[config.mk]
export PLATFORM = sky130hd
export DESIGN_NAME = fht_round
export DESIGN_NICKNAME = d
export VERILOG_FILES = /design/src/sv/assert_macros.svh /design/src/sv/fht_pkg.sv /design/src/sv/fht_round.sv
export SDC_FILE = /design/constraint.sdc
export NUM_CORES = 1
export LEC_CHECK = 0
export BUFFER_PORTS_ARGS = -buffer_cell sky130_fd_sc_hd__buf_4
export CORE_MARGIN = 3
export CORE_UTILIZATION = 39
export DETAILED_ROUTE_END_ITERATION = 10
export GPL_TIMING_DRIVEN = 0
export PLACE_DENSITY = 0.78
export SLEW_MARGIN = 10
export SYNTH_ARGS = -nofsm -noshare
export SYNTH_HDL_FRONTEND = slang
export SYNTH_SLANG_ARGS = --single-unit
[constraint.sdc]
create_clock -name clk -period 2.9 [get_ports clk]
set_input_delay 0.58 -clock clk [delete_from_list [all_inputs] [get_ports clk]]
set_output_delay 0.58 -clock clk [all_outputs]
set_load 0.005 [all_outputs]
[src/sv/assert_macros.svh]
// ----------------------------------------------------------------------------
// assert_macros.svh
// Assertion helpers; they expand to nothing when SYNTHESIS is set.
// ----------------------------------------------------------------------------
`ifndef ASSERT_MACROS_SVH
`define ASSERT_MACROS_SVH

`ifndef SYNTHESIS

// plain property, sampled on the rising edge, off during reset
`define FHT_ASSERT(lbl, clk, rst, prop, msg) \
  lbl: assert property (@(posedge clk) disable iff (rst) (prop)) else $error(msg);

// same-cycle implication
`define FHT_ASSERT_IMP(lbl, clk, rst, ante, cons, msg) \
  lbl: assert property (@(posedge clk) disable iff (rst) (ante) |-> (cons)) else $error(msg);

// next-cycle implication
`define FHT_ASSERT_NXT(lbl, clk, rst, ante, cons, msg) \
  lbl: assert property (@(posedge clk) disable iff (rst) (ante) |=> (cons)) else $error(msg);

`else

`define FHT_ASSERT(lbl, clk, rst, prop, msg)
`define FHT_ASSERT_IMP(lbl, clk, rst, ante, cons, msg)
`define FHT_ASSERT_NXT(lbl, clk, rst, ante, cons, msg)

`endif

`endif

[src/sv/fht_pkg.sv]
// ----------------------------------------------------------------------------
// fht_pkg
// Shared types and constants of the FIR Hilbert transformer.
// ----------------------------------------------------------------------------
package fht_pkg;

  localparam int NTAPS_DEF  = 31;
  localparam int DATA_W     = 16;
  localparam int COEF_IDX_W = 5;
  localparam int FRAC_W     = 15;

  localparam logic signed [DATA_W-1:0] Q_MAX = 16'sh7FFF;
  localparam logic signed [DATA_W-1:0] Q_MIN = 16'sh8000;

  typedef enum logic [0:0] {
    OP_SAMPLE = 1'b0,
    OP_LOAD   = 1'b1
  } op_t;

  // request travelling down the cell chain
  typedef struct packed {
    logic                     valid;
    op_t                      op;
    logic signed [DATA_W-1:0] data;  // sample / displaced history / coefficient
    logic [COEF_IDX_W-1:0]    idx;
    logic signed [DATA_W-1:0] mid;   // center tap, becomes in_phase
  } tok_t;

endpackage

[src/sv/fht_round.sv]
// ----------------------------------------------------------------------------
// fht_round
// Rounds the chain sum from Q15, saturates, and holds the result request.
// ----------------------------------------------------------------------------
module fht_round #(
  parameter int ACC_W = 37
) (
  input  logic                            clk,
  input  logic                            rst,
  input  logic                            adv,
  input  fht_pkg::tok_t                   tok,
  input  logic signed [ACC_W-1:0]         acc,
  input  logic                            out_ready,
  output logic                            out_valid,
  output logic signed [fht_pkg::DATA_W-1:0] in_phase,
  output logic signed [fht_pkg::DATA_W-1:0] quadrature,
  output logic                            saturated
);
  import fht_pkg::*;

  localparam int TOP = FRAC_W + DATA_W - 1;

  logic signed [ACC_W:0]      s;
  logic                       ovf;
  logic signed [DATA_W-1:0]   q_next;
  logic                       load;

  // floor((acc + 2^14) / 2^15); in range when the upper bits are pure sign
  assign s      = (ACC_W+1)'(acc) + (ACC_W+1)'(1 << (FRAC_W - 1));
  assign ovf    = !((&s[ACC_W:TOP]) || !(|s[ACC_W:TOP]));
  assign q_next = ovf ? (s[ACC_W] ? Q_MIN : Q_MAX) : s[TOP:FRAC_W];
  assign load   = adv && tok.valid && (tok.op == OP_SAMPLE);

  always_ff @(posedge clk) begin
    if (rst) begin
      out_valid <= 1'b0;
    end else if (load) begin
      out_valid <= 1'b1;
    end else if (out_ready) begin
      out_valid <= 1'b0;
    end
  end

  always_ff @(posedge clk) begin
    if (load) begin
      in_phase   <= tok.mid;
      quadrature <= q_next;
      saturated  <= ovf;
    end
  end

endmodule

## Word level (Yosys, flattened, before mapping)

Index checks and enable logic that the tools add are counted.

- Register bits: 34
- Bits of input ports: 80
- Output and inout port bits: 34
- Logic and storage cells: 18

- Add/subtract/negate cells: 1
- Muxes and demuxes: 4
- Bitwise logic cells: 1
- Reduce and logical (&&, ||, !) cells: 8

Operators with widths:

| cell | number |
|---|---|
| adder 37 x 16 -> 38 bit, second input constant | 1 |
| 2-to-1 mux 16 bit | 2 |
| AND reduction 8 bit | 1 |
| OR reduction 8 bit | 1 |
| logical AND 1 bit | 2 |
| logical NOT 1 bit | 2 |
| 2-to-1 mux 1 bit | 2 |
| nonzero test 2 bit | 1 |
| logical OR 1 bit | 1 |
| NOT 1 bit | 1 |

## Depth between registers and ports, before layout

Gate-level depths: netlist (run 1).

- Depth after elaboration: 5
- Mapped depth: 8
- Gate-level depth less buffers: 7

## Worst setup path before layout (run 1)

OpenSTA, ideal clock, no wires.

- Path kind: input -> register
- From: in acc[14]
- To: reg quadrature[10] in the netlist's numbering (data pin)
- Library setup time: 0.261 ns
- Arrival time: 2.480 ns
- Required time: 2.639 ns
- Slack: 0.160 ns
- Stages: 8
- Path buffers: 1
- Cell sequence: ha_1 -> nand3_1 -> or3_1 -> o21a_1 -> or2_2 -> o31ai_2 -> buf_4 -> nand3_1

- Longest elaborated chain between the ends: 5
- Elaborated cells on any way between the ends: 7
- Those cells by class: 1 x add/sub; 2 x mux; 4 x reduce/logical

RTL lines:

| item | RTL line | text |
|---|---|---|
| from (decl) | fht_round.sv:12 | `input logic signed [ACC_W-1:0] acc,` |
| adder 37 x 16 -> 38 bit (*) | fht_round.sv:29 | `assign s = (ACC_W+1)'(acc) + (ACC_W+1)'(1 << (FRAC_W - 1));` |
| OR reduction 8 bit | fht_round.sv:30 | `assign ovf = !((&s[ACC_W:TOP]) \|\| !(\|s[ACC_W:TOP]));` |
| logical NOT 1 bit | fht_round.sv:30 |  |
| logical OR 1 bit | fht_round.sv:30 |  |
| 2-to-1 mux 16 bit (*) | fht_round.sv:31 | `assign q_next = ovf ? (s[ACC_W] ? Q_MIN : Q_MAX) : s[TOP:FRAC_W];` |
| named net q_next[10] | fht_round.sv:25 | `logic signed [DATA_W-1:0] q_next;` |
| to (signal assigned) | fht_round.sv:47 | `quadrature <= q_next;` |
| to (decl) | fht_round.sv:16 | `output logic signed [fht_pkg::DATA_W-1:0] quadrature,` |

Mark *: on every way through the listed nets, which the timed path passes. The rest lies on a longest branch.
A chain may end at the register's enable or synchronous reset.

## Final worst setup path (run 1)

- From: in acc[14]
- To: reg quadrature[9] in the netlist's numbering (data pin)

Same word-level chain as after synthesis.

==> impl_results.md, run 1 <==
* Comb pwr share at 16.3%
* I/O pin count at 114
* Share of cells above drive strength 1 at 36.82%
* Final setup fails at 0
* Switch share at 22.26%
* Hold WC Path Type: in -> reg
* Register area share after synthesis at 53.51%
* Initial Util at between 40% and 50%
* Skew final at 0 ps
* Hold WS at 462.2 ps
* Routed WL per cell at around 14 um
* Max cap viols at 0
* Min Tclk post-route at 2749 ps
* TritonCTS Sinks at 34
* CTS Root Cell: clkbuf_8
* Die Span Y at 75.60 um
* Placement-stage worst setup slack at -196.5 ps
* Sw Pwr at 0.2339 mW
* Synth warn at 0
* Vias per inst at 5.384
* Mean Syn Cell Area at 10.80 um^2
* # diodes at 0
* RD Place Congestion at 0.8216
* Sequential share of power at between 50% and 60%
* PD cells at around 400 mW/mm^2
* DRC viols at 0
* Drt pass-1 iters at 4
* Chip width at roughly 76 um
* DR iter-0 viols at 77
* Placeable core area at roughly 0.0045 mm^2
* Netlist Area Pre-Place at 0.001889 mm^2
* Met1 usage at around 16%
* Most frequent cells in the layout: buf_4 (77), nand3_1 (36), edfxtp_1 (33), nand4_1 (19), nand2_1 (10)
* Worst slew margin at 41.56%
* Port Buf Inserts at 76
* Global routing's busiest layer: met2
* Final nets at 338
* Crit end category: flip-flop
* FF+latch count, synth at 34
* Postcts setup bufs at 0
* Post-Route Utilization at 58.14%
* DRT antenna net count at 0
* Min setup slack post-route at 151.3 ps
* Total number of vias at 1669
* Final hold vios at 0
* Clock Latency Late Sink at 270 ps
* Area Overhead vs Synth at 38.61%
* CP required at just under 3000 ps
* Initial antenna violation count at 0
* Global-route wire length before repair at 6699 um
* Largest net degree at the start of global routing at 35
* Cell Count, Final, Fillers Out at 310
* Grt total ovfl at 0
* Synth unique cells at 40
* Status: complete, no violations
* Worst-path maximum fanout at 10
* Final wirelength at 4337 um
* TritonCTS clock tree: yes
* Worst VDD drop at around 180 uV
* GRT Total Usage at 15.07%
* Clock group share of total power at 29.4%
* CP Class: in -> reg
* Most common cell after layout, fill and taps aside: buf_4
* CTS clk-pin slew, worst paths at roughly 60 ps
* # H-tree levels at 2
* Full die area at 0.005715 mm^2
* Cell row count at 24
* Inst Count DP at 303
* DP Wirelength at about 3500 um
* Leak Pwr at 1.015 nW
* Synth Instances at 175
* Met3 usage at 5.013%
* Hold_buf cts at 0
* Pint at between 0.8 and 0.9 mW
* Crit path launch type: primary input
* Tightest Pin Transition at 874.5 ps
* Num CTS Buffers at 5
* Resize count post-CTS at 0
* Net count after synthesis at approximately 260
* Setup_tns at 0 ps
* Crit path DAT at 2760 ps
* Slew Viols, Final at 0
* Max Fclk at about 360 MHz
* Met2 usage in global routing at 27.90%
* Final Cycle Share at 94.78%
* Clock Path Buffers at 2
* Vias in the first global route at 1557
[cells by family after synthesis]
group	share of synthesized area (%)
simple gates	28.41
flops	53.51
xor+xnor	7.418
compound gates	6.292
buf+inv	3.112
mux	0.5960
fa+ha+maj	0.6621
[worst max-delay path: stages]
cell and delay (ps):
buf_4 90, ha_1 180, nand3_1 220, or3_1 450
o21a_1 230, or2_2 340, o31ai_4 360, buf_4 230
nand3_1 90
[cells in the mapped netlist, drive strengths merged]
cell / count / share of area (%)
nor3: 4 / 1.1
clkbuf: 4 / 0.79
and3: 2 / 0.66
a211oi: 1 / 1.1
nand4: 20 / 7.0
inv: 3 / 0.60
a21oi: 2 / 0.53
nand2: 10 / 2.0
or3: 3 / 0.99
a2bb2oi: 1 / 0.46
o21ai: 1 / 0.26
o22a: 1 / 0.46
a31oi: 1 / 0.33
ha: 1 / 0.66
nor2: 9 / 1.8
xor2: 9 / 4.2
edfxtp: 33 / 52
o211ai: 1 / 0.40
nand3: 37 / 10
o21a: 1 / 0.40
mux2: 1 / 0.60
or4: 2 / 0.99
or2: 2 / 0.66
nor3b: 1 / 0.40
a311oi: 1 / 0.46
xnor2: 7 / 3.2
nor4: 3 / 0.99
o31ai: 2 / 1.1
buf: 5 / 1.7
dfxtp: 1 / 1.1
o211a: 1 / 0.53
and4: 4 / 1.9
o22ai: 1 / 0.33
[power by group through the flow]
stage          sequential (mW)  combinational, mW  clock, mW
2_1_floorplan            0.585             0.0626          0
3_3_place_gp             0.581              0.165          0
3_5_place_dp             0.582              0.170          0
4_1_cts                  0.571              0.171      0.319
5_1_grt                  0.573              0.190      0.338
6_report                 0.571              0.171      0.309
[final cells by class]
cell class / instances / area, um^2
clock inverter: 2 / 8.758
inverter: 3 / 11.26
buffer: 8 / 43.79
tap: 52 / 65.06
fill: 377 / 1886
multi-input combinational: 129 / 835.8
timing repair buffer: 76 / 570.5
sequential: 34 / 1011
clock buffer: 6 / 72.57
[path summary, 6_finish.rpt]
| kind | slack [ps] | depth (start not counted) | end | startpoint |
|---|---|---|---|---|
| max | 150 | 9 | quadrature[9] | acc[14] |
| min | 460 | 2 | out_valid | rst |
| max reg2reg | 2320 | 2 | out_valid | out_valid |
| min reg2reg | 510 | 2 | out_valid | out_valid |
[through the flow]
stage,instance area (um^2),power [mW]
floorplan,1889,0.6474
global placement,2525,0.7466
global route,2619,1.101
finish,2619,1.051
detailed placement,2532,0.7521
CTS,2614,1.061
[per-layer routing]
metal	up-vias	wire [um]	share of wire, %
met5	-	0	0
met4	0	42	0.97
met3	4	582	13
met2	73	2079	48
met1	751	1632	38
li1	841	-	-
[flip-flops by register name (all words and copies together) (netlist names)]
name / count
in_phase: 16
quadrature: 16
out_valid: 1
saturated: 1
Note: power is estimated with default switching activity, not from simulation.
==> run 2: changes to the inputs <==
--- a/config.mk
+++ b/config.mk
@@ -5,9 +5,10 @@
 export SDC_FILE = /design/constraint.sdc
 export NUM_CORES = 1
 export LEC_CHECK = 0
+export ABC_AREA = 1
 export BUFFER_PORTS_ARGS = -buffer_cell sky130_fd_sc_hd__buf_4
 export CORE_MARGIN = 3
-export CORE_UTILIZATION = 39
+export CORE_UTILIZATION = 40
 export DETAILED_ROUTE_END_ITERATION = 10
 export GPL_TIMING_DRIVEN = 0
 export PLACE_DENSITY = 0.78
==> impl_results.md, run 2 <==
* Status: complete, no violations
* Skew final at 0 ps (unchanged)
* Final Cycle Share at 72.01% (-23 points)
* Chip width at 78.30 um (+3.6%)
* Cell row count at 25 (+4.2%)
* Drt pass-1 iters at 4 (unchanged)
* Final hold vios at 0 (unchanged)
* Register area share after synthesis at 48.35% (-5.2 points)
* # H-tree levels at 2 (unchanged)
* Crit end category: flip-flop
* I/O pin count at 114 (unchanged)
* Vias in the first global route at 1582 (+1.6%)
* Worst VDD drop at 220.3 uV (+21%)
* Top-area cell type share of the netlist area at 47.40% (-5.1 points)
* Min Tclk post-route at 2088 ps (-660.6 ps)
* CP required at 2940 ps (+20 ps)
* Full die area at 0.006130 mm^2 (+7.3%)
* Num CTS Buffers at 5 (unchanged)
* Tightest Pin Transition at 872.4 ps (-2.096 ps)
* Inst Count DP at 364 (+20%)
* FF+latch count, synth at 34 (unchanged)
* Postcts setup bufs at 0 (unchanged)
* Final nets at 385 (+14%)
* Final setup fails at 0 (unchanged)
* Asr flop ratio synth at 0% (unchanged)
* Post-Route Utilization at 58.38% (+0.25 points)
* GRT Total Usage at 14.69% (-0.39 points)
* RR Endpoint: out_valid
* Worst reg2reg path depth at 2 (unchanged)
* Synth top area cells: edfxtp_1 (47%), nand2_1 (11%), nand2_2 (8.1%), nor2_1 (3.9%), nor2_4 (3.8%)
* PD cells at 372.3 mW/mm^2 (-7.2%)
* DRT antenna net count at 0 (unchanged)
* Max cap viols at 0 (unchanged)
* Top flop regs: in_phase: 16 flops, quadrature: 16 flops
* Share of cells above drive strength 1 at 46.56% (+9.7 points)
* Hold Crit Depth at 2 (unchanged)
* Final instance area at 0.002849 mm^2 (+8.8%)
* Global-route wire length before repair at 6996 um (+4.4%)
* Hold_buf cts at 0 (unchanged)
* Synth unique cells at 25 (-38%)
* Die Span Y at 78.30 um (+3.6%)
* Final wirelength at 4093 um (-5.6%)
* TritonCTS clock tree: yes
* Netlist Area Pre-Place at 0.002091 mm^2 (+11%)
* Worst slew margin at 41.70% (+0.14 points)
* CTS Root Cell: clkbuf_8
* Area Overhead vs Synth at 36.27%
* Hold WC Path Type: in -> reg
* Net count after synthesis at 300 (+17%)
* Leak Pwr at 1.275 nW (+26%)
* R2r startpoint: out_valid
* Synth Instances at 219 (+25%)
* DP Wirelength at 3500 um (-1.3%)
* Hold endpoint: out_valid
* Mean Syn Cell Area at 9.547 um^2 (-12%)
* Cell Count, Final, Fillers Out at 372 (+20%)
* Resize count post-CTS at 0 (unchanged)
* Clock Latency Late Sink at 280 ps (about the same)
* Crit path launch type: primary input
* Hold_sp: rst
* CTS clk-pin slew, worst paths at 60 ps (about the same)
* Filler cell count at 455 (+21%)
* Largest area contributor in the netlist: edfxtp_1
* Max Fclk at 478.9 MHz (+32%)
* Initial Util at 42.85% (+0.90 points)
* Post-synth top cells: nand2_1 (61), edfxtp_1 (33), nand2_2 (27), nor2_1 (22), inv_1 (16)
* Vias per inst at 4.384 (-19%)
* Most common cell after layout, fill and taps aside: buf_4
* Slew Viols, Final at 0 (unchanged)
* Number of synthesized flops with an enable pin at 33 (unchanged)
* R2R Setup Slk at 2320 ps (about the same)
* Port Buf Inserts at 78 (+2.6%)
* Grt total ovfl at 0 (unchanged)
* Placeable core area at 0.004880 mm^2 (+8.3%)
* Hold WS at 446.9 ps (-15.25 ps)
* Worst-path maximum fanout at 10 (unchanged)
* Cell area after placement at 0.002768 mm^2 (+9.3%)
* Routed WL per cell at 11.00 um (-21%)
* TritonCTS Sinks at 34 (unchanged)
* Clock Path Buffers at 2 (unchanged)
* Initial antenna violation count at 0 (unchanged)
* CP Class: in -> reg
* Top FF cell, synth: edfxtp_1
* RD Place Congestion at 0.8335 (+1.4%)
* DRC viols at 0 (unchanged)
* Most frequent cells in the layout: buf_4 (78), nand2_1 (61), edfxtp_1 (33), nand2_2 (27), nor2_1 (21)
* # diodes at 0 (unchanged)
* Crit path DAT at 2130 ps (-630 ps)
* Largest net degree at the start of global routing at 35 (unchanged)
* Most frequent cell after synthesis: nand2_1
* RSZ-0062 raised after global routing: no
* Synth warn at 0 (unchanged)
* Total number of vias at 1631 (-2.3%)
* DR iter-0 viols at 56 (-27%)
## run 2: cell types whose count changed after synthesis, sizes merged, moves of 4 or more
cell	before	now
and4	4	0
clkbuf	4	0
nor2	9	36
inv	3	20
nand3	37	8
o21ai	1	5
nand2	10	94
nand4	20	0
## run 2: logic make-up (layout without fill, tap and decap cells)
| group | Yosys count | count (layout) | share of synthesized area, % |
|---|---|---|---|
| compound gates | 6 | 6 | 1.436 |
| xor+xnor | 14 | 14 | 5.865 |
| fa+ha+maj | 1 | 1 | 0.5983 |
| flops | 34 | 34 | 48.35 |
| simple gates | 142 | 142 | 38.48 |
| buf+inv | 22 | 108 | 5.266 |
## run 2: layout make-up
| cell class | count | area [um^2] | share of cell area, % |
|---|---|---|---|
| Timing Repair Buffer | 78 | 585.6 | 20.55 |
| Multi-Input combinational cell | 163 | 977.2 | 34.30 |
| Inverter | 20 | 75.07 | 2.635 |
| Clock buffer | 6 | 72.57 | 2.547 |
| Sequential cell | 34 | 1011 | 35.49 |
| Buffer | 2 | 35.03 | 1.230 |
| Clock inverter | 2 | 8.758 | 0.3074 |
| Tap cell | 67 | 83.83 | 2.942 |
## run 2: how the worst max path moves through the flow
stage	start	endpoint	slack [ps]	cells past startpoint
global placement	tok[38]	quadrature[15]	-120	3
detailed placement	acc[15]	quadrature[13]	480	14
CTS	acc[15]	quadrature[13]	790	14
finish	acc[15]	quadrature[13]	810	14
global route	acc[15]	quadrature[10]	620	14
floorplan	adv	in_phase[0]	410	2
## run 2: worst max-delay path, cell delays in order
cell,delay [ps]
buf_4,90
ha_1,160
nand2_1,90
nor2_4,180
nand2_2,100
o21ai_1,140
nand2_1,110
inv_2,70
nand2_2,50
nor2_4,120
nand2_4,80
nand3_4,120
buf_8,160
nand2_2,50
## run 2: power by group
part           leakage (nW)  total (mW)  switching (mW)  internal, mW
clock network        0.0426       0.308           0.144         0.164
registers             0.313       0.571         0.00569         0.565
logic                 0.919       0.181          0.0880        0.0935
total                  1.28        1.06           0.238         0.823
## run 2: layer usage
metal | part of all wire (%) | global-route usage, %
met1 | 42 | 17.83
met2 | 47 | 24.06
met3 | 9.6 | 3.555
met4 | 2.1 | 7.867
met5 | 0 | 0
## run 2: metrics by stage
stage | worst slack, ps | setup TNS, ps | power (mW)
finish | 811.9 | 0 | 1.061
global route | 615.2 | 0 | 1.124
CTS | 792.1 | 0 | 1.079
detailed placement | 483.9 | 0 | 0.7652
global placement | -123.0 | -4015 | 0.7616
floorplan | 413.5 | 0 | 0.6612
