`config.mk`:
```
export PLATFORM = sky130hd
export DESIGN_NAME = fht_cell
export DESIGN_NICKNAME = d
export VERILOG_FILES = /design/src/sv/assert_macros.svh /design/src/sv/fht_pkg.sv /design/src/sv/fht_cell.sv
export SDC_FILE = /design/constraint.sdc
export NUM_CORES = 1
export LEC_CHECK = 0
export BUFFER_PORTS_ARGS = -buffer_cell sky130_fd_sc_hd__clkbuf_2
export CORE_UTILIZATION = 44
export CTS_CLUSTER_SIZE = 28
export DETAILED_ROUTE_END_ITERATION = 12
export SLEW_MARGIN = 20
export SYNTH_ARGS = -nofsm -noshare
export SYNTH_HDL_FRONTEND = slang
export SYNTH_SLANG_ARGS = --single-unit
```
`constraint.sdc`:
```
create_clock -name clk -period 23.5 [get_ports clk]
set_input_delay 4.7 -clock clk [delete_from_list [all_inputs] [get_ports clk]]
set_output_delay 4.7 -clock clk [all_outputs]
set_load 0.01 [all_outputs]
```
`src/sv/assert_macros.svh`:
```
// ----------------------------------------------------------------------------
// assert_macros.svh
// Assertion helpers; they expand to nothing when SYNTHESIS is set.
// ----------------------------------------------------------------------------
`ifndef ASSERT_MACROS_SVH
`define ASSERT_MACROS_SVH

`ifndef SYNTHESIS

// plain property, sampled on the rising edge, off during reset
`define FHT_ASSERT(lbl, clk, rst, prop, msg) \
  lbl: assert property (@(posedge clk) disable iff (rst) (prop)) else $error(msg);

// same-cycle implication
`define FHT_ASSERT_IMP(lbl, clk, rst, ante, cons, msg) \
  lbl: assert property (@(posedge clk) disable iff (rst) (ante) |-> (cons)) else $error(msg);

// next-cycle implication
`define FHT_ASSERT_NXT(lbl, clk, rst, ante, cons, msg) \
  lbl: assert property (@(posedge clk) disable iff (rst) (ante) |=> (cons)) else $error(msg);

`else

`define FHT_ASSERT(lbl, clk, rst, prop, msg)
`define FHT_ASSERT_IMP(lbl, clk, rst, ante, cons, msg)
`define FHT_ASSERT_NXT(lbl, clk, rst, ante, cons, msg)

`endif

`endif

```
`src/sv/fht_pkg.sv`:
```
// ----------------------------------------------------------------------------
// fht_pkg
// Shared types and constants of the FIR Hilbert transformer.
// ----------------------------------------------------------------------------
package fht_pkg;

  localparam int NTAPS_DEF  = 31;
  localparam int DATA_W     = 16;
  localparam int COEF_IDX_W = 5;
  localparam int FRAC_W     = 15;

  localparam logic signed [DATA_W-1:0] Q_MAX = 16'sh7FFF;
  localparam logic signed [DATA_W-1:0] Q_MIN = 16'sh8000;

  typedef enum logic [0:0] {
    OP_SAMPLE = 1'b0,
    OP_LOAD   = 1'b1
  } op_t;

  // request travelling down the cell chain
  typedef struct packed {
    logic                     valid;
    op_t                      op;
    logic signed [DATA_W-1:0] data;  // sample / displaced history / coefficient
    logic [COEF_IDX_W-1:0]    idx;
    logic signed [DATA_W-1:0] mid;   // center tap, becomes in_phase
  } tok_t;

endpackage

```
`src/sv/fht_cell.sv`:
```
// ----------------------------------------------------------------------------
// fht_cell
// One tap: holds a history sample and a weight, does one MAC per request.
// ----------------------------------------------------------------------------
module fht_cell #(
  parameter int ACC_W  = 37,
  parameter int IDX    = 0,
  parameter bit CENTER = 1'b0
) (
  input  logic                     clk,
  input  logic                     rst,
  input  logic                     adv,
  input  fht_pkg::tok_t            tok_in,
  input  logic signed [ACC_W-1:0]  acc_in,
  output fht_pkg::tok_t            tok_out,
  output logic signed [ACC_W-1:0]  acc_out
);
  import fht_pkg::*;

  localparam bit ADDRESSABLE = (IDX < (1 << COEF_IDX_W));

  logic                       vld;
  op_t                        pay_op;
  logic signed [DATA_W-1:0]   pay_data;
  logic [COEF_IDX_W-1:0]      pay_idx;
  logic signed [DATA_W-1:0]   pay_mid;
  logic signed [DATA_W-1:0]   weight;
  logic signed [DATA_W-1:0]   hist;
  logic signed [2*DATA_W-1:0] prod;
  logic                       hit;
  logic                       is_sample;

  assign hit       = ADDRESSABLE && (tok_in.idx == COEF_IDX_W'(IDX));
  assign is_sample = tok_in.valid && (tok_in.op == OP_SAMPLE);
  assign prod      = weight * tok_in.data;

  always_ff @(posedge clk) begin
    if (rst) begin
      vld    <= 1'b0;
      weight <= '0;
      hist   <= '0;
    end else if (adv) begin
      vld <= tok_in.valid;
      if (tok_in.valid && tok_in.op == OP_LOAD && hit) begin
        weight <= tok_in.data;
      end
      if (is_sample) begin
        hist <= tok_in.data;
      end
    end
  end

  // sample swaps with local history; the older sample moves on to the next tap
  always_ff @(posedge clk) begin
    if (adv) begin
      pay_op   <= tok_in.op;
      pay_idx  <= tok_in.idx;
      pay_data <= is_sample ? hist : tok_in.data;
      pay_mid  <= (CENTER && is_sample) ? tok_in.data : tok_in.mid;
      acc_out  <= acc_in + ACC_W'(prod);
    end
  end

  assign tok_out = '{valid: vld, op: pay_op, data: pay_data, idx: pay_idx, mid: pay_mid};

endmodule

```
Word-level counts from Yosys, hierarchy flattened
Index checks and enable logic that the tools add are counted.
- output and inout bits: 76
- bits of input ports: 79
- bits in registers: 108
- logic and storage cells: 18
- multipliers: 1
- muxes and demuxes: 1
- bitwise operators: 1
- reductions and logical operators: 6
- add/subtract/negate cells: 1
- operator list (operator ; count):
    $add A37 B32 Y37 ; 1
    $mul A16 B16 Y32 ; 1
    $mux W16 ; 1
    $logic_not A5 Y1 ; 1
    $reduce_and A2 Y1 ; 2
    $logic_and A1 B1 Y1 ; 3
    $not A1 Y1 ; 1

Longest topological paths before layout
Gate-level depths: netlist (run 1).
- depth after elaboration: 3
- mapped depth: 24
- mapped depth without buffers: 22

Worst setup path after synthesis (run 1)
Ideal clock, no wire load.
- kind: input to register
- start: in tok_in[25] (netlist bit)
- end: reg acc_out[34], data pin
- data required time: 23.238 ns
- data arrival time: 10.406 ns
- setup slack: 12.832 ns
- library setup time: 0.262 ns
- buffers on the path: 3
- stages on the path: 22
- cells stage by stage: clkbuf_1 clkbuf_1 nand2_1 fa_1 inv_1 fa_1 inv_1 fa_1 fa_1 fa_1 fa_1 inv_1 ha_1 buf_2 a21oi_2 o21ai_1 a211oi_2 nand3_1 a311o_1 a41oi_2 o21ai_1 xor2_1
- longest elaborated chain between the ends: 2
- ends and longest elaborated chain (element ; line ; RTL):
    start, declared ; fht_cell.sv:13 ; input fht_pkg::tok_t tok_in,
    $mul A16 B16 Y32 ; fht_cell.sv:35 ; assign prod = weight * tok_in.data;
    $add A37 B32 Y37 ; fht_cell.sv:60 ; acc_out <= acc_in + ACC_W'(prod);
    end signal, assigned ; fht_cell.sv:60 ;
    end, declared ; fht_cell.sv:16 ; output logic signed [ACC_W-1:0] acc_out
No other way between the ends.
A chain may end at the register's enable or synchronous reset.

Worst setup path after layout (run 1)
- start: in tok_in[25] (netlist bit)
- end: reg acc_out[36], data pin
The elaborated chain is that of the path after synthesis.

==> Flow_metrics.wiki, run 1 <==
{| class="wikitable"
! Metric !! Value
|-
| Outcome || finished clean
|-
| Fill count || 3,269
|-
| Max FO, Critical Path || 19
|-
| Placer's final routability congestion estimate || 0.8139
|-
| Pre-CTS setup slack || 12,130 ps
|-
| Crit start category || input pin
|-
| Syn avg cell area || 10.20 sq um
|-
| Post-detailed-placement cell area || 16,600 sq um
|-
| Count of buffers from port buffering || 154
|-
| Layout cell share with drive strength beyond 1 || 0.1276
|-
| Net switching share of the total power || 0.3447
|-
| Primary flip-flop cell chosen by synthesis mapping || edfxtp_1
|-
| Floorplan die area || 36,010 sq um
|-
| Setup clock skew after layout || 17.13 ps
|-
| Slew HR || 0.3436
|-
| Via count of the first global-routing pass || 10,900
|-
| Synthesized instance count || 1,521
|-
| Clock tree from TritonCTS || built
|-
| Setup violation total in the final timing report || 0
|-
| Standard cell core area || 34,630 sq um
|-
| Internal Pwr Total || 0.3671 mW
|-
| Data arrival at the endpoint of the critical path || 11,090 ps
|-
| Number of buffers inserted for hold repair after clock tree synthesis || 0
|-
| Utilization after layout || 0.4884
|-
| Floorplan die height || 189.8 um
|-
| Max-cap violations || 0
|-
| First-pass GRT wire length || 58.14 mm
|-
| Register clock-pin slew on the reported worst setup and hold paths || 80 ps
|-
| #FFs+latches synth || 108
|-
| DRT Pass-1 Iters || 5
|-
| Root buffer selected by CTS || clkbuf_16
|-
| Maximum clock frequency || 91.26 MHz
|-
| Via count || 10,220
|-
| Multi-input combinational cell area || 10,910 sq um
|-
| Num CTS Buffers || 9
|-
| Post-Layout Inst Area || 16,910 sq um
|-
| Pwr Density || 33.12 nW/um^2
|-
| All-Layer GR Usage || 0.2104
|-
| Post-CTS setup buffers || 0
|-
| Cell Area, Synth || 15,510 sq um
|-
| Fraction of power consumed by combinational cells || 0.287
|-
| Post-synth ARST share || 0
|-
| Cell taking the most area after synthesis || fa_1
|-
| Final routed wire length divided by cell count || 16.85 um
|-
| Initial Util || 0.4479
|-
| Worst hold margin || 458.0 ps
|-
| Final slew viol count || 0
|-
| Final Cycle Share || 0.4663
|-
| Worst reg-to-reg setup slack || 16,420 ps
|-
| Critical Path End Type || register
|-
| Antenna Diode Count || 0
|-
| Sequential element share of the synthesized area || 0.1878
|-
| Leak Pwr || 8.611 nW
|-
| Fin Setup TNS || 0 ps
|-
| Reg-to-reg endpoint || acc_out[36]
|-
| Post-route worst setup slack || 12,540 ps
|-
| Crit path to || acc_out[36]
|-
| PostCTS Resize Cnt || 0
|-
| Worst hold-check path type || reg2reg
|-
| Number of antenna violations at the first check in global routing || 0
|-
| GR Overflow Total || 0
|-
| Number of enable-type register cells in the synthesized netlist || 75
|-
| Area share of the largest cell type after synthesis || 0.4105
|-
| Post-DR vias/cell || 4.901
|-
| DRC violations left || 0
|-
| WL final || 35.13 mm
|-
| Type of the worst setup path || in2reg
|-
| Area taken by flip-flops and latches || 2913 sq um
|-
| Clock Tree Buf Depth || 2
|-
| Horizontal die dimension || 189.8 um
|-
| DRT iter0 DRCs || 447
|-
| Worst slew pin tran || 983.5 ps
|-
| Placed wire-length estimate || 28.05 mm
|-
| Critical path startpoint || tok_in[25]
|-
| Launching point of the worst reg2reg path || weight[15]
|-
| Clock network latency to the later pin of the worst-skew pair || 390 ps
|-
| Placed Cells || 2,069
|-
| RSZ-0062 raised after global routing || false
|-
| Number of placement rows || 68
|-
| Number of cells on the worst reg-to-reg path || 19
|-
| Post-DRT Antenna Nets || 0
|-
| Synth cell count leaders || inv_1, fa_1, nand2_1, ha_1, and2_1
|-
| Cells taking the most area after synthesis || fa_1, edfxtp_1, inv_1
|-
| Net count of the mapped netlist || 2,027
|-
| Number of cells traversed by the worst hold path || 2
|-
| Most frequent cell after synthesis || inv_1
|-
| Largest net degree at the start of global routing || 54
|-
| Relative contribution of the clock network to total power || 0.303
|-
| H-tree depth reported by CTS || 3
|-
| Area growth syn-to-layout || 9.051%
|-
| Final worst path period need || 10,960 ps
|-
| Critical path data required time || 23,630 ps
|-
| Portion of total power attributed to sequential cells || 0.410
|-
| Final Total Pwr || 0.5602 mW
|-
| Number of distinct library cell variants in the gate-level netlist after synthesis || 55
|-
| Nets || 2,131
|-
| Net load switching power || 0.1931 mW
|-
| Sinks on the clock net || 108
|-
| Number of non-filler instances in the completed layout || 2,085
|-
| Final Hold Viols || 0
|-
| Top-Level Pins || 155
|-
| Peak VDD IR || 0.03283 mV
|-
| Total of warnings raised by yosys || 0
|}
## how the worst min path moves through the flow
stage	from	endpoint	slack, ps
floorplan	hist[0]	hist[0]	430
global placement	hist[6]	hist[6]	440
detailed placement	hist[6]	hist[6]	450
CTS	hist[1]	hist[1]	460
global route	hist[8]	hist[8]	470
finish	hist[7]	hist[7]	460
## area by class of cell
class / instances / area share
Clock buffer: 9 / 0.01332
Clock inverter: 7 / 0.005104
Inverter: 380 / 0.08433
Multi-Input combinational cell: 970 / 0.6448
Sequential cell: 108 / 0.1722
Tap cell: 455 / 0.03366
Timing Repair Buffer: 156 / 0.04660
## power groups by stage
stage                     clock network (mW)  registers, mW  logic [mW]
after floorplan                            0          0.242       0.101
after global placement                     0          0.235       0.160
after detailed placement                   0          0.234       0.162
after CTS                              0.176          0.230       0.164
after global routing                   0.180          0.232       0.183
final                                  0.170          0.230       0.161
## worst max-delay path, stage by stage
cell and delay [ps]:
clkbuf_2 380, nand2_1 250, fa_1 640, inv_1 60, fa_1 610, inv_1 210
fa_1 540, fa_1 600, fa_1 450, fa_1 500, inv_1 40, ha_1 390
a21oi_2 220, o21ai_1 140, a211oi_2 160, nand3_1 170, a311o_1 460, a41oi_2 300
a21oi_1 120, xnor2_1 140
## cells in the final DEF, fill, tap and decap left out, types with 3 or more instances in the layout
cell	Yosys	routed
inv_1	380	380
fa_1	318	318
nand2_1	183	183
clkbuf_2	0	153
ha_1	109	109
and2_1	107	107
edfxtp_1	75	75
a21oi_1	45	45
nor2_1	43	42
dfxtp_1	33	33
xnor2_1	31	31
mux2_2	16	16
a21o_1	15	15
mux2i_1	15	15
xor2_1	10	10
clkbuf_16	0	9
nand3_1	7	7
nand2b_1	7	7
o21bai_1	6	6
o21ai_1	5	5
o21ai_0	4	4
nor2b_1	4	4
a211oi_2	3	3
o211ai_1	3	3
o21a_1	3	3
or2_2	3	3
a21oi_2	3	3
nand4_1	3	3
and3_1	3	3
buf_4	2	3
## cell families after synthesis
family          after synthesis  share of synthesized area
flops                       108                     0.1878
xor+xnor                     41                    0.02315
mux                          31                    0.02130
compound gates              105                    0.04849
simple gates                366                     0.1116
buf+inv                     443                     0.1092
fa+ha+maj                   427                     0.4984
## per-layer routing
layer	share of wire	vias up	track usage
li1	-	4728	-
met1	0.43	5257	0.2802
met2	0.51	197	0.3593
met3	0.036	37	0.03136
met4	0.022	0	0.05335
met5	0	-	0
## flip-flops by register name, indices dropped and copies added (netlist names)
name	count
hist	16
acc_out	37
weight	16
pay_op	1
pay_data	16
vld	1
pay_mid	16
pay_idx	5
Note: power is estimated with default switching activity, not from simulation.
==> inputs of run 2 (changes only) <==
==> constraint.sdc (replaced) <==
create_clock -name clk -period 9.05 [get_ports clk]
set_input_delay 1.81 -clock clk [delete_from_list [all_inputs] [get_ports clk]]
set_output_delay 1.81 -clock clk [all_outputs]
set_load 0.01 [all_outputs]
==> Flow_metrics.wiki, run 2 (synthesized netlist as in run 1, its figures left out) <==
{| class="wikitable"
! Metric !! Value
|-
| Most common library cell in the layout ignoring fill and taps || inv_1
|-
| Number of buffers inserted for hold repair after clock tree synthesis || 0 (unchanged)
|-
| Placed wire-length estimate || 28.65 mm (+2.1%)
|-
| Post-route worst setup slack || 1053 ps (-11,490 ps)
|-
| Critical path data required time || 9180 ps (-14,450 ps)
|-
| All-Layer GR Usage || 0.2093 (-0.001032)
|-
| Floorplan die area || 36,010 sq um (unchanged)
|-
| Data arrival at the endpoint of the critical path || 8130 ps (-2960 ps)
|-
| Critical Path End Type || register
|-
| Post-DRT Antenna Nets || 0 (unchanged)
|-
| Via count of the first global-routing pass || 11,000 (+0.92%)
|-
| Maximum clock frequency || 125.0 MHz
|-
| Root buffer selected by CTS || clkbuf_16
|-
| Top-Level Pins || 155 (unchanged)
|-
| Horizontal die dimension || 189.8 um (unchanged)
|-
| Pre-CTS setup slack || 656.0 ps (-11,470 ps)
|-
| Max-cap violations || 0 (unchanged)
|-
| DRC violations left || 0 (unchanged)
|-
| Via count || 10,230 (+0.14%)
|-
| Worst path most repeated cell || fa_1
|-
| Maximum cell stage delay along the critical path || 650 ps (about the same)
|-
| Initial Util || 0.4479 (unchanged)
|-
| Post-detailed-placement cell area || 16,650 sq um (+0.27%)
|-
| WL final || 34.92 mm (-0.60%)
|-
| First-pass GRT wire length || 57.86 mm (-0.49%)
|-
| GR Overflow Total || 0 (unchanged)
|-
| Final routed wire length divided by cell count || 16.70 um (-0.89%)
|-
| Num CTS Buffers || 9 (unchanged)
|-
| Standard cell core area || 34,630 sq um (unchanged)
|-
| Clock tree from TritonCTS || built
|-
| Nets || 2,137 (+0.28%)
|-
| Flip-flop count of the largest register, all copies and words added || 37 (unchanged)
|-
| Final worst path period need || 7997 ps
|-
| Setup clock skew after layout || 10.79 ps (-6.337 ps)
|-
| Setup violation total in the final timing report || 0 (unchanged)
|-
| Max FO, Critical Path || 19 (unchanged)
|-
| RSZ-0062 raised after global routing || false
|-
| Leading cell types in the layout, fill and taps excluded || inv_1, fa_1, nand2_1
|-
| Critical-path cell with the highest stage delay || fa_1
|-
| List of cells traversed by the critical path || clkbuf_2, nand2_1, fa_1, inv_1, fa_1, inv_1, fa_1, fa_1, fa_1, fa_1, inv_1, ha_1, a21oi_2, o21ai_1, a211oi_2, nand3_1, a311o_1, a41oi_2, a21oi_1, xnor2_1
|-
| Worst slew pin tran || 974.0 ps (-9.481 ps)
|-
| Type of the worst setup path || in2reg
|-
| Placer's final routability congestion estimate || 0.8601 (+5.7%)
|-
| H-tree depth reported by CTS || 3 (unchanged)
|-
| Post-CTS setup buffers || 0 (unchanged)
|-
| Layout cell share with drive strength beyond 1 || 0.1308 (+0.003199)
|-
| DRT Pass-1 Iters || 5 (unchanged)
|-
| Final Total Pwr || 1.430 mW (+160%)
|-
| Final Cycle Share || 0.8837
|-
| Antenna Diode Count || 0 (unchanged)
|-
| Worst hold-check path type || reg2reg
|-
| Final slew viol count || 0 (unchanged)
|-
| Number of placement rows || 68 (unchanged)
|-
| PostCTS Resize Cnt || 0 (unchanged)
|-
| Fin Setup TNS || 0 ps (unchanged)
|-
| Clock network latency to the later pin of the worst-skew pair || 380 ps (about the same)
|-
| Post-DR vias/cell || 4.894 (-0.15%)
|-
| Count of buffers from port buffering || 154 (unchanged)
|-
| Number of antenna violations at the first check in global routing || 0 (unchanged)
|-
| Post-Layout Inst Area || 16,950 sq um (+0.22%)
|-
| Largest net degree at the start of global routing || 54 (unchanged)
|-
| Worst hold margin || 456.0 ps (-1.922 ps)
|-
| Pwr Density || 84.37 nW/um^2 (+150%)
|-
| Floorplan die height || 189.8 um (unchanged)
|-
| DRT iter0 DRCs || 404 (-9.6%)
|-
| Clock Tree Buf Depth || 2 (unchanged)
|-
| Crit start category || input pin
|-
| Sinks on the clock net || 108 (unchanged)
|-
| Slew HR || 0.3507 (+0.007043)
|-
| Peak VDD IR || 0.08564 mV (+160%)
|-
| Leak Pwr || 8.640 nW (+0.34%)
|-
| Area growth syn-to-layout || 9.294%
|-
| Register bank with the most flops || acc_out
|-
| Outcome || finished clean
|-
| Final Hold Viols || 0 (unchanged)
|-
| Register clock-pin slew on the reported worst setup and hold paths || 80 ps (about the same)
|}
## run 2: final timing paths
check                  start           to  slack [ps]  cells past startpoint
hold / removal       hist[0]      hist[0]         460                      2
setup reg to reg  weight[15]  acc_out[36]        2080                     19
setup / recovery  tok_in[25]  acc_out[36]        1050                     20
hold reg to reg      hist[0]      hist[0]         460                      2
## run 2: cell type report
type / instances / area [sq um]
fillers: 3248 / 17680
well taps: 455 / 569.3
inverters: 380 / 1426
repair buffers: 162 / 833.3
flip-flops and latches: 108 / 2913
clock buffers: 10 / 239.0
clock inverters: 6 / 65.06
multi-input cells: 970 / 10910
## run 2: through the flow
| step | utilization | instances |
|---|---|---|
| after floorplan | - | 1521 |
| after global placement | 0.4807 | 2075 |
| after detailed placement | 0.4807 | 2075 |
| after CTS | 0.4895 | 2091 |
| after global routing | 0.4895 | 2091 |
| final | 0.4895 | 2091 |
## run 2: critical path, delay by kind of cell
family | cells | cell delay (ps)
xor+xnor | 1 | 130
fa+ha+maj | 7 | 3660
compound gates | 6 | 1420
simple gates | 2 | 430
buf+inv | 4 | 670
## run 2: report_power, final
group	leakage (nW)	switching, mW	total, mW	internal [mW]
logic	7.49	0.247	0.417	0.170
clock network	0.150	0.213	0.416	0.203
registers	1.00	0.0135	0.597	0.583
total	8.64	0.474	1.43	0.956
## run 2: per-layer routing
layer | GRT usage | part of all wire
met1 | 0.2749 | 0.43
met2 | 0.3615 | 0.51
met3 | 0.02564 | 0.035
met4 | 0.06359 | 0.024
met5 | 0 | 0
